**src/hw/rtl/mtu_pkg.sv**
```systemverilog
// ----------------------------------------------------------------------------
// Multi-timer unit package
// Widths, command codes, register offsets and control word bit positions
// shared by the channel interfaces and the timer unit.
// ----------------------------------------------------------------------------
package mtu_pkg;

  localparam int MAX_TIMERS = 4;
  localparam int CMD_W      = 2;
  localparam int WORD_W     = 5;
  localparam int DATA_W     = 32;
  localparam int CTL_W      = 8;
  localparam int PRE_W      = 8;
  localparam int HALF_W     = 16;

  typedef logic [CMD_W-1:0]      cmd_t;
  typedef logic [WORD_W-1:0]     word_t;
  typedef logic [DATA_W-1:0]     data_t;
  typedef logic [CTL_W-1:0]      ctl_t;
  typedef logic [PRE_W-1:0]      pre_t;
  typedef logic [MAX_TIMERS-1:0] tmask_t;
  typedef logic [2:0]            slot_t;
  typedef logic [1:0]            sub_t;
  typedef logic [1:0]            prescale_t;

  // Commands
  localparam cmd_t CMD_TICK  = 2'd0;
  localparam cmd_t CMD_READ  = 2'd1;
  localparam cmd_t CMD_WRITE = 2'd2;

  // Shared register offsets
  localparam word_t REG_MASK   = 5'd0;
  localparam word_t REG_RAW    = 5'd1;
  localparam word_t REG_MASKED = 5'd2;
  localparam word_t REG_CLEAR  = 5'd3;

  // Per-timer register offsets within a slot of four words
  localparam sub_t SUB_LOAD    = 2'd0;
  localparam sub_t SUB_VALUE   = 2'd1;
  localparam sub_t SUB_CONTROL = 2'd2;
  localparam sub_t SUB_BGLOAD  = 2'd3;

  // Control word bits
  localparam int CTL_ENABLE_BIT   = 7;
  localparam int CTL_PERIODIC_BIT = 6;
  localparam int CTL_PRESCALE_HI  = 3;
  localparam int CTL_PRESCALE_LO  = 2;
  localparam int CTL_WIDE_BIT     = 1;
  localparam int CTL_ONESHOT_BIT  = 0;

  // Prescaler codes and terminal counts
  localparam prescale_t PRE_DIV1  = 2'd0;
  localparam prescale_t PRE_DIV16 = 2'd1;
  localparam pre_t PRE_LIMIT1   = 8'd0;
  localparam pre_t PRE_LIMIT16  = 8'd15;
  localparam pre_t PRE_LIMIT256 = 8'd255;

  localparam data_t MASK_WIDE = 32'hFFFF_FFFF;
  localparam data_t MASK_HALF = 32'h0000_FFFF;

endpackage

```
**src/hw/rtl/mtu_if.sv**
```systemverilog
// ----------------------------------------------------------------------------
// Multi-timer unit channels
// Valid/ready channels for requests into the unit and responses out of it.
// ----------------------------------------------------------------------------
interface mtu_req_if;
  import mtu_pkg::*;

  logic  valid;
  logic  ready;
  cmd_t  cmd;
  word_t reg_word;
  data_t write_data;

  modport source (output valid, output cmd, output reg_word, output write_data,
                  input ready);
  modport sink   (input valid, input cmd, input reg_word, input write_data,
                  output ready);
endinterface

interface mtu_rsp_if;
  import mtu_pkg::*;

  logic   valid;
  logic   ready;
  data_t  read_data;
  tmask_t irq_lines;

  modport source (output valid, output read_data, output irq_lines, input ready);
  modport sink   (input valid, input read_data, input irq_lines, output ready);
endinterface

```
**src/hw/rtl/multi_timer_unit_four_channel.sv**
```systemverilog
// ----------------------------------------------------------------------------
// Multi-timer unit, four channels
// Decrementing timers with prescalers and a shared interrupt mask/status block.
// ----------------------------------------------------------------------------
// Each request on req is a timer tick, a register read or a register write.
// Every request produces exactly one response on rsp, carrying the read data
// (zero for ticks, writes and unused offsets) and the interrupt lines as they
// stand after the request.
// A request accepted at one clock edge has its response valid after that edge.
// The timer state is updated at the accepting edge by a single pass of logic,
// so one request is taken every cycle while the receiver does not stall.
// The response register frees the request side: outside reset, req.ready is
// high whenever the response register is empty or is being taken in the same
// cycle. While the receiver stalls, one response is held and the next request
// waits.
// Reset clears the mask and status, the load values, control words and
// prescalers, and sets every count to all ones; no response is pending and no
// request is taken while reset is high.
// ----------------------------------------------------------------------------
module multi_timer_unit_four_channel #(
  parameter int NUM_TIMERS = 4
) (
  input logic      clk,
  input logic      rst,
  mtu_req_if.sink  req,
  mtu_rsp_if.source rsp
);
  import mtu_pkg::*;

  localparam tmask_t TIMER_BITS = tmask_t'((1 << NUM_TIMERS) - 1);

  tmask_t irq_mask, irq_mask_next;
  tmask_t raw_status, raw_status_next;
  data_t  reload_value   [NUM_TIMERS];
  data_t  reload_value_next [NUM_TIMERS];
  data_t  count_value    [NUM_TIMERS];
  data_t  count_value_next  [NUM_TIMERS];
  ctl_t   control_word   [NUM_TIMERS];
  ctl_t   control_word_next [NUM_TIMERS];
  pre_t   prescale_count [NUM_TIMERS];
  pre_t   prescale_count_next [NUM_TIMERS];

  logic   out_valid;
  data_t  out_read_data;
  tmask_t out_irq_lines;
  data_t  read_data_next;

  logic   accept, is_tick, is_read, is_write;
  slot_t  slot;
  sub_t   sub;

  // Per-timer decode and counting-width views.
  data_t  wmask     [NUM_TIMERS];
  data_t  cur_count [NUM_TIMERS];
  pre_t   pre_limit [NUM_TIMERS];
  logic   slot_hit  [NUM_TIMERS];

  assign accept   = req.valid && req.ready;
  assign is_tick  = accept && (req.cmd == CMD_TICK);
  assign is_read  = accept && (req.cmd == CMD_READ);
  assign is_write = accept && (req.cmd == CMD_WRITE);
  assign slot     = req.reg_word[WORD_W-1:2];
  assign sub      = req.reg_word[1:0];

  assign req.ready     = !rst && (!out_valid || rsp.ready);
  assign rsp.valid     = out_valid;
  assign rsp.read_data = out_read_data;
  assign rsp.irq_lines = out_irq_lines;

  for (genvar g = 0; g < NUM_TIMERS; g++) begin : g_view
    assign wmask[g]     = control_word[g][CTL_WIDE_BIT] ? MASK_WIDE : MASK_HALF;
    assign cur_count[g] = count_value[g] & wmask[g];
    assign slot_hit[g]  = (slot == slot_t'(g + 1));
    assign pre_limit[g] =
        (control_word[g][CTL_PRESCALE_HI:CTL_PRESCALE_LO] == PRE_DIV1)  ? PRE_LIMIT1 :
        (control_word[g][CTL_PRESCALE_HI:CTL_PRESCALE_LO] == PRE_DIV16) ? PRE_LIMIT16 :
                                                                          PRE_LIMIT256;
  end

  always_comb begin
    irq_mask_next   = irq_mask;
    raw_status_next = raw_status;
    read_data_next  = '0;

    if (is_write && (req.reg_word == REG_MASK)) begin
      irq_mask_next = req.write_data[MAX_TIMERS-1:0] & TIMER_BITS;
    end
    if (is_write && (req.reg_word == REG_CLEAR)) begin
      raw_status_next = raw_status & ~req.write_data[MAX_TIMERS-1:0];
    end

    if (is_read) begin
      unique case (req.reg_word)
        REG_MASK:   read_data_next = data_t'(irq_mask);
        REG_RAW:    read_data_next = data_t'(raw_status);
        REG_MASKED: read_data_next = data_t'(raw_status & irq_mask);
        default:    read_data_next = '0;
      endcase
    end

    for (int t = 0; t < NUM_TIMERS; t++) begin
      reload_value_next[t]   = reload_value[t];
      count_value_next[t]    = count_value[t];
      control_word_next[t]   = control_word[t];
      prescale_count_next[t] = prescale_count[t];

      if (is_tick && control_word[t][CTL_ENABLE_BIT]) begin
        if (prescale_count[t] >= pre_limit[t]) begin
          prescale_count_next[t] = '0;
          // A decrement from one or from zero expires the timer.
          if (cur_count[t] <= data_t'(1)) begin
            raw_status_next[t] = 1'b1;
            if (control_word[t][CTL_ONESHOT_BIT]) begin
              count_value_next[t] = '0;
              control_word_next[t][CTL_ENABLE_BIT] = 1'b0;
            end else if (control_word[t][CTL_PERIODIC_BIT]) begin
              count_value_next[t] = reload_value[t] & wmask[t];
            end else begin
              count_value_next[t] = wmask[t];
            end
          end else begin
            count_value_next[t] = (cur_count[t] - data_t'(1)) & wmask[t];
          end
        end else begin
          prescale_count_next[t] = prescale_count[t] + pre_t'(1);
        end
      end

      if (is_write && slot_hit[t]) begin
        case (sub)
          SUB_LOAD: begin
            reload_value_next[t]   = req.write_data;
            count_value_next[t]    = req.write_data;
            prescale_count_next[t] = '0;
          end
          SUB_CONTROL: begin
            control_word_next[t]   = req.write_data[CTL_W-1:0];
            prescale_count_next[t] = '0;
          end
          SUB_BGLOAD: reload_value_next[t] = req.write_data;
          default: ;
        endcase
      end

      if (is_read && slot_hit[t]) begin
        case (sub)
          SUB_VALUE:   read_data_next = count_value[t];
          SUB_CONTROL: read_data_next = data_t'(control_word[t]);
          default:     read_data_next = reload_value[t];
        endcase
      end
    end
  end

  always_ff @(posedge clk) begin
    if (rst) begin
      irq_mask   <= '0;
      raw_status <= '0;
      out_valid  <= 1'b0;
      for (int t = 0; t < NUM_TIMERS; t++) begin
        reload_value[t]   <= '0;
        count_value[t]    <= MASK_WIDE;
        control_word[t]   <= '0;
        prescale_count[t] <= '0;
      end
    end else begin
      irq_mask   <= irq_mask_next;
      raw_status <= raw_status_next;
      out_valid  <= accept || (out_valid && !rsp.ready);
      for (int t = 0; t < NUM_TIMERS; t++) begin
        reload_value[t]   <= reload_value_next[t];
        count_value[t]    <= count_value_next[t];
        control_word[t]   <= control_word_next[t];
        prescale_count[t] <= prescale_count_next[t];
      end
    end
  end

  always_ff @(posedge clk) begin
    if (accept) begin
      out_read_data <= read_data_next;
      out_irq_lines <= raw_status_next & irq_mask_next;
    end
  end

`ifndef SYNTHESIS
  // The response loaded for a request reflects the status after that request.
  assert property (@(posedge clk) disable iff (rst)
    accept |=> rsp.valid && (rsp.irq_lines == (raw_status & irq_mask)))
    else $error("response interrupt lines differ from masked status");

  // Status and mask bits of absent timers never get set.
  assert property (@(posedge clk) disable iff (rst)
    accept |=> ((raw_status | irq_mask) & ~TIMER_BITS) == '0)
    else $error("status or mask bit set for an absent timer");

  // A disabled timer does not count on a tick.
  for (genvar g = 0; g < NUM_TIMERS; g++) begin : g_chk
    assert property (@(posedge clk) disable iff (rst)
      (is_tick && !control_word[g][CTL_ENABLE_BIT])
        |=> $stable(count_value[g]) && $stable(prescale_count[g]))
      else $error("disabled timer changed on a tick");
  end
`endif

endmodule

```
**src/flat_wrapper.sv**
```systemverilog
// flat-port wrapper written by rule: the top's interface ports become plain ports
module multi_timer_unit_four_channel_flat import mtu_pkg::*;
#(
  parameter int NUM_TIMERS = 4
)
  (clk, rst, req_valid, req_cmd, req_reg_word, req_write_data, req_ready, rsp_valid, rsp_read_data, rsp_irq_lines, rsp_ready);
  mtu_req_if req_i ();
  mtu_rsp_if rsp_i ();
  input logic clk;
  input logic rst;
  input wire logic [$bits(req_i.valid)-1:0] req_valid;
  input wire logic [$bits(req_i.cmd)-1:0] req_cmd;
  input wire logic [$bits(req_i.reg_word)-1:0] req_reg_word;
  input wire logic [$bits(req_i.write_data)-1:0] req_write_data;
  output wire logic [$bits(req_i.ready)-1:0] req_ready;
  output wire logic [$bits(rsp_i.valid)-1:0] rsp_valid;
  output wire logic [$bits(rsp_i.read_data)-1:0] rsp_read_data;
  output wire logic [$bits(rsp_i.irq_lines)-1:0] rsp_irq_lines;
  input wire logic [$bits(rsp_i.ready)-1:0] rsp_ready;
  assign req_i.valid = req_valid;
  assign req_i.cmd = req_cmd;
  assign req_i.reg_word = req_reg_word;
  assign req_i.write_data = req_write_data;
  assign req_ready = req_i.ready;
  assign rsp_valid = rsp_i.valid;
  assign rsp_read_data = rsp_i.read_data;
  assign rsp_irq_lines = rsp_i.irq_lines;
  assign rsp_i.ready = rsp_ready;
  multi_timer_unit_four_channel #(.NUM_TIMERS(NUM_TIMERS)) u_core (.clk(clk), .rst(rst), .req(req_i), .rsp(rsp_i));
endmodule
```
**config.mk**
```make
export PLATFORM = sky130hd
export DESIGN_NAME = multi_timer_unit_four_channel_flat
export DESIGN_NICKNAME = d
export VERILOG_FILES = /design/src/hw/rtl/mtu_pkg.sv /design/src/hw/rtl/mtu_if.sv /design/src/hw/rtl/multi_timer_unit_four_channel.sv /design/src/flat_wrapper.sv
export SDC_FILE = /design/constraint.sdc
export NUM_CORES = 1
export LEC_CHECK = 0
export ABC_AREA = 1
export BUFFER_PORTS_ARGS = -buffer_cell sky130_fd_sc_hd__buf_2
export CAP_MARGIN = 30
export CELL_PAD_IN_SITES_DETAIL_PLACEMENT = 0
export CELL_PAD_IN_SITES_GLOBAL_PLACEMENT = 1
export CORE_MARGIN = 2
export CORE_UTILIZATION = 40
export DETAILED_ROUTE_END_ITERATION = 8
export PLACE_DENSITY = 0.7
export REMOVE_ABC_BUFFERS = 1
export SLEW_MARGIN = 10
export SYNTH_ARGS = -nofsm -noshare
export SYNTH_HDL_FRONTEND = slang
export SYNTH_SLANG_ARGS = --single-unit
```
**constraint.sdc**
```tcl
create_clock -name clk -period 7.6 [get_ports clk]
set_clock_uncertainty 0.2 [all_clocks]
set_input_delay 0.38 -clock clk [delete_from_list [all_inputs] [get_ports clk]]
set_output_delay 0.38 -clock clk [all_outputs]
set_load 0.01 [all_outputs]
```
# ---- After elaboration in Yosys (flattened, before gate mapping)
# Memories as Yosys holds them, arrays and structs flattened.
# Cells that the tools add are included.
dict set report op_classes {
  addsub 8
  magnitude_cmp 8
  n_eq_ne 16
  n_mux 131
  bitwise 32
  n_reduce_logical 34
}
# operator n
set ops {}
lappend ops {{$mux W32} 53}
lappend ops {{$and A32 B32 Y32} 12}
lappend ops {{$mux W8} 40}
lappend ops {{$pmux W32 S2} 4}
lappend ops {{$le A32 B1 Y1 const B} 4}
lappend ops {{$sub A32 B1 Y32 const B} 4}
lappend ops {{$pmux W32 S3} 1}
lappend ops {{$add A8 B1 Y8 const B} 4}
lappend ops {{$ge A8 B8 Y1} 4}
lappend ops {{$mux W1} 31}
lappend ops {{$logic_and A1 B1 Y1} 20}
lappend ops {{$or A1 B1 Y1} 16}
lappend ops {{$and A4 B4 Y4} 3}
lappend ops {{$eq A2 B1 Y1 const B} 6}
lappend ops {{$logic_not A2 Y1} 6}
lappend ops {{$eq A5 B2 Y1 const B} 2}
lappend ops {{$mux W4} 2}
lappend ops {{$eq A2 B2 Y1 const B} 3}
lappend ops {{$eq A3 B2 Y1 const B} 2}
lappend ops {{$eq A5 B1 Y1 const B} 1}
lappend ops {{$logic_not A5 Y1} 1}
lappend ops {{$not A4 Y4} 1}
lappend ops {{$reduce_or A2 Y1} 2}
lappend ops {{$eq A3 B1 Y1 const B} 1}
lappend ops {{3 further kinds} 6}
dict set report word_totals {
  ff_bits 45
  ram_bits 320
  in_bits 43
  wordCells 238
  n_memories 4
}
# name words width rd rd_clocked_by_memory_dff write_ports line_no
set memory_table {}
lappend memory_table {u_core.count_value 4 32 4 0 4 multi_timer_unit_four_channel.sv:36} ;# data_t count_value [NUM_TIMERS];
lappend memory_table {u_core.reload_value 4 32 4 0 4 multi_timer_unit_four_channel.sv:34} ;# data_t reload_value [NUM_TIMERS];
lappend memory_table {u_core.control_word 4 8 4 0 4 multi_timer_unit_four_channel.sv:38} ;# ctl_t control_word [NUM_TIMERS];
lappend memory_table {u_core.prescale_count 4 8 4 0 4 multi_timer_unit_four_channel.sv:40} ;# pre_t prescale_count [NUM_TIMERS];

# ---- Depth between registers and ports, before layout
# Gate-level depths: netlist of run 1.
dict set report logic_depth {
  ltp_word 11
  ltp_mapped 15
  ltp_nobuf 14
}

# ---- Worst setup path after synthesis of run 1
# No wires, ideal clock.
dict set report synth_timing {
  path_kind {input to register}
  start {in rst}
  end {mem u_core.count_value[0][69] (netlist name)}
  arrival_ns 2.730
  path_slack_ns 4.536
  path_stages 10
  path_buffers 2
  path_cell_list {buf_6 > nor3_4 > nand3_4 > nor2_8 > nand2_4 > inv_2 > buf_2 > nand2_1 > nand2_1 > nand3_1}
}
# element line_no
set synth_rtl {}
lappend synth_rtl {{start: declaration} flat_wrapper.sv:10} ;# input logic rst;
lappend synth_rtl {{end: declaration} multi_timer_unit_four_channel.sv:36}

==> flow_summary.toml, run 1 <==
[clocking]
post_cts_buffers = 0
path_clk_slew_ns = 0.06
cts-root-buf = "clkbuf_16"
clock_latency_ns = 0.61
numCtsBuffers = 48
cts.path.max_buffers = 3
cts-htree-levels = 2
clkSinkCount = 365
cts_tree = "yes"
cts_resized = 0

[yosys]
ys_warn_count = 0
ys_ff_latch = 365
synth_area_mm2 = 0.02360
syn-mean-instance-area_um2 = 6.296
async_flop_share_pct = 0
synthCells = 3748
synth.distinct_cells = 48
ys.flop_type = "dfxtp_1"
synth_edf_count = 36
synth-seq-area-share_pct = 32.49

[global_route]
grt_usage_pct = 31.41
antenna_found_initial = 2
grt-ovfl-total = 0
first_global_vias = 23607
grt_pass1_wl_um = 145400
grt_use_met2_pct = 50.48
busiest_layer = "met2"
grtUsageMet1_pct = 42.26
grt_max_degree = 135
grt_use_met3_pct = 3.375

[finish]
fin_util_pct = 44.63
register_area_mm2 = 0.007667
insertedDiodeCount = 0
drive_above_1_share_pct = 7.010
final_net_count = 3820
final_area_mm2 = 0.02619
syn_to_final_growth_pct = 10.99
fill_cells = 6363
multi_input_area_mm2 = 0.01305
final_cells = 4539

[detailed_routing]
final_antenna_net_count = 0
dr.pass1.iters = 6
wire_per_inst_um = 21.46
wl_um = 97420
first_iter_violations = 2111
viasPerCell = 5.562
drc = 0
vias = 25247

[power]
power_density_mw_per_mm2 = 175.3
leakagePower_nw = 12.13
peakVddDrop_mv = 0.2053
power.total_mw = 4.592

[sta]
maxSlewHeadroom_pct = 35.75
clock.fmax_ghz = 0.2472
holdWs_ns = 0.02388
rsz0062_at_grt = "false"
setup_viol = 0
final.min_clock_period_ns = 4.046
worstMarginPinSlew_ns = 0.9624
finalMaxSlewViolations = 0
finalCritPeriodShare_pct = 53.23
timing.final.ws_setup_ns = 3.554
totalNegativeSetupSlack_ns = 0
hold_violations = 0

[setup_path]
crit_end = "u_core.prescale_count[0][9]$_SDFF_PP0_"
critPathMaxFanout = 39
r2r_setup_slack_ns = 3.76
rr_endpoint = "u_core.prescale_count[0][9]$_SDFF_PP0_"
startpoint_type = "input port"
arrival_ns = 4.32
crit_type = "in2reg"
r2r-start = "u_core.control_word[0][10]$_SDFFE_PP0P_"
endpoint_kind = "register"
crit_path_start = "rst"
critPathRequiredTime_ns = 7.88
reg2regPathDepth = 11

[floorplanning]
die_h_um = 246.9
die_area_mm2 = 0.06095
ios = 81
rows = 89
die_w_um = 246.9
core_area_mm2 = 0.05869
start_util_pct = 40.21

[placement]
io_buffer_count = 80
place_area_mm2 = 0.02436
place_ws_ns = 3.491
place_inst = 4430
post-dp-hpwl_um = 70110
gp_congestion = 0.9420

[run]
drv_cap = 0

[status]
outcome = "finished, final reports clean"

[worst_hold_path]
holdCritPathClass = "in2reg"
==> cell families (layout without fill, tap and decap cells) <==
kind of cell / after synthesis / count (layout) / synth area share [%]
adder cells (fa/ha/maj): 48 / 48 / 2.545
flip-flops: 365 / 365 / 32.49
buffers and inverters: 735 / 753 / 12.38
AND/OR/NAND/NOR: 1588 / 1588 / 28.92
AO/OA/AOI/OAI: 950 / 950 / 21.36
XOR/XNOR: 62 / 62 / 2.301
==> final cells by class <==
type	instances	share of cell area, %
inverter	544	7.820
multi-input combinational	2648	49.83
clock buffer	73	5.370
clock inverter	14	0.7070
sequential	365	29.27
tap	773	3.693
timing repair buffer	122	3.306
==> how the worst min path moves through the flow <==
stage,start,to,slack [ns],depth (start not counted)
after floorplan,u_core.control_word[0][13]$_SDFFE_PP0P_,u_core.control_word[0][13]$_SDFFE_PP0P_,0.23,2
after global routing,req_write_data[24],u_core.reload_value[2][24]$_SDFFE_PP0P_,0.02,3
after global placement,u_core.control_word[0][13]$_SDFFE_PP0P_,u_core.control_word[0][13]$_SDFFE_PP0P_,0.24,2
after CTS,req_write_data[25],u_core.reload_value[2][25]$_SDFFE_PP0P_,0.005,3
after detailed placement,u_core.control_word[0][13]$_SDFFE_PP0P_,u_core.control_word[0][13]$_SDFFE_PP0P_,0.25,2
final,req_write_data[25],u_core.reload_value[2][25]$_SDFFE_PP0P_,0.02,3
==> sequential cells by signal (all words and copies together) (netlist names) <==
register and count:
u_core.rsp.valid 1, u_core.count_value 128, u_core.irq_mask 4, u_core.control_word 32
u_core.rsp.read_data 32, u_core.reload_value 128, u_core.prescale_count 32, u_core.raw_status 4
u_core.rsp.irq_lines 4
==> synthesized netlist by cell type, types with 8 or more instances <==
master | instances | area share, %
buf_4 | 13 | 0.41
dfxtp_1 | 329 | 28
nand2_2 | 23 | 0.61
nand4_1 | 58 | 1.5
o22ai_1 | 124 | 3.3
clkbuf_1 | 115 | 1.8
nor2_1 | 265 | 4.2
o21bai_1 | 9 | 0.29
nand3_1 | 275 | 5.8
xnor2_1 | 9 | 0.33
nor2_2 | 23 | 0.61
nand2_1 | 886 | 14
inv_2 | 19 | 0.30
nor3_1 | 26 | 0.55
xor2_1 | 53 | 2.0
o21ai_0 | 402 | 8.5
o211ai_1 | 17 | 0.54
a21oi_1 | 333 | 7.1
buf_6 | 8 | 0.38
inv_1 | 522 | 8.3
ha_1 | 48 | 2.5
o21ai_1 | 42 | 0.89
edfxtp_1 | 36 | 4.6
buf_2 | 42 | 0.89
buf_1 | 13 | 0.21
==> critical path, stage by stage <==
cell,delay (ns)
dlygate4sd3_1,0.53
buf_2,0.28
nor3_4,0.23
buf_4,0.57
nand3_4,0.34
nor2_8,0.23
nand2_2,0.55
clkinv_2,0.74
nor2_1,0.16
inv_1,0.21
nor3_1,0.07
==> metal layers <==
layer	share of wire [%]	wire (um)	up-vias
li1	-	-	12248
met3	5.9	5783	167
met4	4.6	4491	0
met5	0	0	-
met1	44	43090	11966
met2	45	44050	866
==> timing repair <==
| item | 4_1_cts | 5_1_grt |
|---|---|---|
| endpoints found under the hold margin | 46 | 0 |
| hold buffers | 21 | 0 |
| setup endpoints to repair | 0 | 0 |
==> cell usage in the layout (no fill, tap or decap), types with 8 or more instances in the layout <==
master	instances
nand2_2	24
dfxtp_1	329
nor3_1	26
clkbuf_1	15
o211ai_1	17
nor2_2	22
buf_2	80
nand2_1	884
clkbuf_16	49
xnor2_1	9
clkbuf_8	9
inv_1	522
ha_1	47
a21oi_1	333
o21ai_0	402
nand4_1	58
inv_2	18
buf_4	15
xor2_1	53
nor2_4	8
dlygate4sd3_1	21
nand3_1	275
o21ai_1	42
edfxtp_1	36
o22ai_1	124
nor2_1	263
o21bai_1	9
==> where the power goes <==
| group | internal (mW) | leakage [nW] | switching (mW) | total (mW) |
|---|---|---|---|---|
| sequential | 1.96 | 3.00 | 0.00954 | 1.96 |
| combinational | 0.0655 | 8.36 | 0.217 | 0.282 |
| clock | 1.38 | 0.776 | 0.966 | 2.34 |
| total | 3.40 | 12.1 | 1.19 | 4.59 |
Power figures use the tool's default switching activity.
==> run 2: changes to the inputs <==
--- a/config.mk
+++ b/config.mk
@@ -5,7 +5,7 @@
 export SDC_FILE = /design/constraint.sdc
 export NUM_CORES = 1
 export LEC_CHECK = 0
-export ABC_AREA = 1
+export ABC_AREA = 0
 export BUFFER_PORTS_ARGS = -buffer_cell sky130_fd_sc_hd__buf_2
 export CAP_MARGIN = 30
 export CELL_PAD_IN_SITES_DETAIL_PLACEMENT = 0
@@ -13,7 +13,7 @@
 export CORE_MARGIN = 2
 export CORE_UTILIZATION = 40
 export DETAILED_ROUTE_END_ITERATION = 8
-export PLACE_DENSITY = 0.7
+export PLACE_DENSITY = 0.68
 export REMOVE_ABC_BUFFERS = 1
 export SLEW_MARGIN = 10
 export SYNTH_ARGS = -nofsm -noshare
==> constraint.sdc (replaced) <==
create_clock -name clk -period 3.9 [get_ports clk]
set_clock_uncertainty 0.2 [all_clocks]
set_input_delay 0.195 -clock clk [delete_from_list [all_inputs] [get_ports clk]]
set_output_delay 0.195 -clock clk [all_outputs]
set_load 0.01 [all_outputs]
==> run 2 against run 1 <==
  * Register-to-register slack worse by 3.3 ns
  * Critical path type is now reg2reg
  * Die area shrank 6.8%
  * Clock-buffer cell count decreased by 9
  * Combinational power increased by 100%
  * Cell count is 19% lower
  * Global-route usage fell by 0.81 points
  * Highest routed layer unchanged
  * Synthesized cell count fell by 21%
  * Clock power is 96% higher
  * Routed wire length fell by 9.0%
==> flow_summary.toml, run 2 <==
[placement]
gp_congestion = 0.9545
io_buffer_count = 80
place_inst = 3575
post-dp-hpwl_um = 61610
place_area_mm2 = 0.02320

[clocking]
cts_tree = "yes"
cts.path.max_buffers = 3
cts-root-buf = "clkbuf_16"
numCtsBuffers = 45
post_cts_buffers = 0
cts-htree-levels = 2
clock_latency_ns = 0.60
cts_resized = 0
path_clk_slew_ns = 0.06
clkSinkCount = 365

[setup_path]
cp_slowest_cell = "a211o_1"
r2r-start = "u_core.control_word[0][18]$_SDFFE_PP0P_"
reg2regPathDepth = 10
rr_endpoint = "u_core.count_value[0][91]$_SDFF_PP1_"
endpoint_kind = "register"
r2r_setup_slack_ns = 0.51
arrival_ns = 3.68
crit_type = "reg2reg"
startpoint_type = "register"
path_cells = "or2_2, inv_1, ha_1, o21ai_0, a21oi_1, o31ai_1, a211o_1, nand2_1, o22a_2, o22a_1"
critPathRequiredTime_ns = 4.19
cp_slowest_stage_delay_ns = 0.75
critPathMaxFanout = 18

[yosys]
synth_area_leader_cell = "dfxtp_1"
ys_ff_latch = 365
ys_warn_count = 0
ys.flop_type = "dfxtp_1"
netlist.area_leader.share_pct = 30.00
synthCells = 2955
synth_common_cells = "nand2_1 (464), a21oi_1 (335), dfxtp_1 (329)"
syn-mean-instance-area_um2 = 7.431
synth.distinct_cells = 89
synth_edf_count = 36
async_flop_share_pct = 0
synthTopCellsByArea = "dfxtp_1 (30%), nand2_1 (7.9%), a21oi_1 (7.6%)"
synth-seq-area-share_pct = 34.92
post-synth-top-count-cell = "nand2_1"
synth_area_mm2 = 0.02196

[sta]
clock.fmax_ghz = 0.2948
totalNegativeSetupSlack_ns = 0
finalCritPeriodShare_pct = 86.97
hold_violations = 0
rsz0062_at_grt = "false"
setup_viol = 0
final.min_clock_period_ns = 3.392
maxSlewHeadroom_pct = 37.11
worstMarginPinSlew_ns = 0.9398
finalMaxSlewViolations = 0

[detailed_routing]
wl_um = 88630
viasPerCell = 6.206
drc = 0
final_antenna_net_count = 0
wire_per_inst_um = 23.97
dr.pass1.iters = 7
vias = 22950
first_iter_violations = 2196

[global_route]
grt_max_degree = 143
grt-ovfl-total = 0
antenna_found_initial = 1
grt_usage_pct = 30.60
first_global_vias = 21418
grt_pass1_wl_um = 133700

[finish]
fill_cells = 5472
drive_above_1_share_pct = 10.83
final_area_mm2 = 0.02519
most-common-layout-cells = "nand2_1 (464), a21oi_1 (334), dfxtp_1 (329)"
layout_top_registers = "u_core.count_value (128), u_core.reload_value (128)"
multi_input_area_mm2 = 0.01296
final_net_count = 3055
final_common_cell = "nand2_1"
final_cells = 3698
syn_to_final_growth_pct = 14.70
register_area_mm2 = 0.007667

[floorplanning]
core_area_mm2 = 0.05403
die_h_um = 238.3
start_util_pct = 40.64
ios = 81
die_w_um = 238.3
die_area_mm2 = 0.05678
rows = 85

[power]
power_density_mw_per_mm2 = 356.6
leakagePower_nw = 8.792
peakVddDrop_mv = 0.2851

[status]
outcome = "finished, final reports clean"

[worst_hold_path]
hold_path_startpoint = "req_cmd[1]"
hold_end = "u_core.prescale_count[0][9]$_SDFF_PP0_"
holdCritPathClass = "in2reg"
hold_depth = 5

[run]
drv_cap = 0
## run 2: cells by family after synthesis
logic type / count (synthesis) / synth area share (%)
fa+ha+maj: 48 / 2.735
compound gates: 967 / 27.90
flops: 365 / 34.92
mux: 38 / 1.795
simple gates: 1105 / 23.23
xor+xnor: 73 / 2.912
buf+inv: 359 / 6.502
## run 2: worst max-delay path: cells and delay by family, from the launching register on
kind                       cells  cell delay, ns
buffers and inverters          1            0.11
and+or+nand+nor                2            0.55
AOI/OAI and AO/OA              6            1.86
DFF                            1            0.32
adders and majority gates      1            0.24
## run 2: metrics by stage
| stage | total power, mW | hold slack (ns) | utilization (%) | setup slack [ns] |
|---|---|---|---|---|
| 2_1_floorplan | 4.117 | 0.06407 | - | -1.037 |
| 4_1_cts | 9.041 | 0.005146 | 46.61 | 0.5890 |
| 3_3_place_gp | 4.428 | 0.2426 | 42.89 | 0.6626 |
| 5_1_grt | 9.224 | 0.05845 | 46.61 | 0.3336 |
| 6_report | 8.981 | 0.02885 | 46.62 | 0.5081 |
| 3_5_place_dp | 4.434 | 0.2474 | 42.94 | 0.5997 |
## run 2: worst max path at each step
stage | from | end | slack [ns] | cells past startpoint
finish | u_core.control_word[0][18]$_SDFFE_PP0P_ | u_core.count_value[0][91]$_SDFF_PP1_ | 0.51 | 10
global route | u_core.control_word[0][19]$_SDFFE_PP0P_ | u_core.prescale_count[0][17]$_SDFF_PP0_ | 0.33 | 9
CTS | u_core.control_word[0][18]$_SDFFE_PP0P_ | u_core.count_value[0][91]$_SDFF_PP1_ | 0.59 | 10
detailed placement | u_core.control_word[0][18]$_SDFFE_PP0P_ | u_core.count_value[0][91]$_SDFF_PP1_ | 0.60 | 10
global placement | u_core.control_word[0][18]$_SDFFE_PP0P_ | u_core.count_value[0][91]$_SDFF_PP1_ | 0.66 | 10
floorplan | u_core.rsp.valid$_SDFF_PP0_ | u_core.rsp.read_data[10]$_DFFE_PP_ | -1.04 | 7
## run 2: cell type report
cell class	count	share of cell area (%)
Antenna cell	1	0.009936
Clock buffer	64	5.445
Clock inverter	20	0.9290
Inverter	90	1.341
Multi-Input combinational cell	2231	51.47
Sequential cell	365	30.44
Tap cell	696	3.458
Timing Repair Buffer	231	6.901
## run 2: routing by layer
layer,vias to the layer above,GRT usage [%],share of wire (%)
li1,10630,-,-
met1,11166,42.22,45
met2,964,47.40,44
met3,190,4.026,6.6
met4,0,14.36,4.9
met5,-,0,0
## run 2: power by group
part / switching (mW) / internal (mW)
logic: 0.410 / 0.157
registers: 0.0149 / 3.81
clock network: 1.82 / 2.78
## run 2: what timing repair did
item | 4_1_cts | 5_1_grt
hold buffers | 38 | 0
endpoints found under the hold margin | 283 | 0
setup endpoints to repair | 0 | 0
==> run 3: changes to the inputs <==
--- a/config.mk
+++ b/config.mk
@@ -13,6 +13,7 @@
 export CORE_MARGIN = 2
 export CORE_UTILIZATION = 40
 export DETAILED_ROUTE_END_ITERATION = 8
+export HOLD_SLACK_MARGIN = 0.05
 export PLACE_DENSITY = 0.68
 export REMOVE_ABC_BUFFERS = 1
 export SLEW_MARGIN = 10
==> run 3 against run 2 <==
  * Sequential share of layout area about the same
  * Critical path depth did not move
  * Non-clock buffer count increased by 3
  * Largest cell class unchanged
==> flow_summary.toml, run 3 (same netlist as run 2, synthesis figures left out) <==
[global_route]
grt-ovfl-total = 0
grt_max_degree = 143
first_global_vias = 21425
grt_pass1_wl_um = 133800
antenna_found_initial = 1
grt_usage_pct = 30.61

[finish]
final_net_count = 3058
final_area_mm2 = 0.02521
syn_to_final_growth_pct = 14.83
drive_above_1_share_pct = 10.82
fin_util_pct = 46.67
insertedDiodeCount = 0
final_common_cell = "nand2_1"
layout_top_registers = "u_core.count_value (128), u_core.reload_value (128)"
most-common-layout-cells = "nand2_1 (464), a21oi_1 (334), dfxtp_1 (329)"

[detailed_routing]
vias = 22931
wire_per_inst_um = 23.97
viasPerCell = 6.198
first_iter_violations = 2071
dr.pass1.iters = 6
wl_um = 88680
final_antenna_net_count = 0
drc = 0

[floorplanning]
die_h_um = 238.3
start_util_pct = 40.64
die_area_mm2 = 0.05678
ios = 81
die_w_um = 238.3
rows = 85
core_area_mm2 = 0.05403

[power]
leakagePower_nw = 8.804
power_density_mw_per_mm2 = 356.4
peakVddDrop_mv = 0.2842

[setup_path]
r2r-start = "u_core.control_word[0][18]$_SDFFE_PP0P_"
crit_type = "reg2reg"
critPathMaxFanout = 18
reg2regPathDepth = 10
arrival_ns = 3.68
critPathRequiredTime_ns = 4.19
r2r_setup_slack_ns = 0.51
rr_endpoint = "u_core.count_value[0][91]$_SDFF_PP1_"
startpoint_type = "register"
endpoint_kind = "register"

[placement]
gp_congestion = 0.9545
io_buffer_count = 80
post-dp-hpwl_um = 61610
place_area_mm2 = 0.02320
place_ws_ns = 0.5997

[sta]
setup_viol = 0
hold_violations = 0
finalCritPeriodShare_pct = 86.84
timing.final.ws_setup_ns = 0.5131
clock.fmax_ghz = 0.2953
maxSlewHeadroom_pct = 38.09
final.min_clock_period_ns = 3.387
worstMarginPinSlew_ns = 0.9287
totalNegativeSetupSlack_ns = 0
rsz0062_at_grt = "false"
finalMaxSlewViolations = 0

[worst_hold_path]
hold_end = "u_core.prescale_count[0][9]$_SDFF_PP0_"
holdCritPathClass = "in2reg"
hold_path_startpoint = "req_cmd[0]"
hold_depth = 6

[clocking]
cts-root-buf = "clkbuf_16"
cts-htree-levels = 2
numCtsBuffers = 45
cts_tree = "yes"
cts_resized = 0
clock_latency_ns = 0.60
post_cts_buffers = 0
hold_buffers = 41
clkSinkCount = 365
cts.path.max_buffers = 3
path_clk_slew_ns = 0.06

[run]
drv_cap = 0

[status]
outcome = "finished, final reports clean"
[run 3: cell types whose count changed in the layout (fill, tap and decap cells not counted), sizes merged]
| cell | delta |
|---|---|
| diode | -1 |
| dlygate4sd3 | +3 |
[run 3: layout make-up]
type,instances,area (um^2)
timing repair buffer,234,1768
multi-input combinational,2231,12960
tap,696,870.8
inverter,90,337.8
sequential,365,7667
fill,5469,28810
clock inverter,20,234.0
clock buffer,64,1371
[run 3: per-layer routing]
metal  part of all wire [%]  global-route usage [%]
met1                     45                   42.22
met2                     44                   47.42
met3                    6.2                   4.026
met4                    5.0                   14.36
met5                      0                       0
[run 3: worst max-delay path: stages, from the launching register on]
cell	delay (ns)
dfxtp_1	0.32
or2_2	0.31
inv_1	0.11
ha_1	0.24
o21ai_0	0.16
a21oi_1	0.07
o31ai_1	0.43
a211o_1	0.75
nand2_1	0.24
o22a_2	0.26
o22a_1	0.19
[run 3: how the worst max path moves through the flow]
stage	from	end	slack, ns	depth (start not counted)
finish	u_core.control_word[0][18]$_SDFFE_PP0P_	u_core.count_value[0][91]$_SDFF_PP1_	0.51	10
global route	u_core.control_word[0][19]$_SDFFE_PP0P_	u_core.prescale_count[0][17]$_SDFF_PP0_	0.33	9
CTS	u_core.control_word[0][18]$_SDFFE_PP0P_	u_core.count_value[0][91]$_SDFF_PP1_	0.59	10
detailed placement	u_core.control_word[0][18]$_SDFFE_PP0P_	u_core.count_value[0][91]$_SDFF_PP1_	0.60	10
global placement	u_core.control_word[0][18]$_SDFFE_PP0P_	u_core.count_value[0][91]$_SDFF_PP1_	0.66	10
floorplan	u_core.rsp.valid$_SDFF_PP0_	u_core.rsp.read_data[10]$_DFFE_PP_	-1.04	7
[run 3: power breakdown]
| part | internal (mW) | switching [mW] |
|---|---|---|
| Sequential | 3.81 | 0.0149 |
| Combinational | 0.159 | 0.410 |
| Clock | 2.78 | 1.82 |
| Total | 6.74 | 2.25 |
[run 3: metrics by stage]
stage                     std cells  power [mW]  hold slack (ns)
final                          3700       8.987          0.07654
after global routing           3700       9.227           0.1295
after CTS                      3700       9.043          0.06379
after detailed placement       3575       4.434           0.2474
after global placement         3573       4.428           0.2426
after floorplan                2686       4.117          0.06407
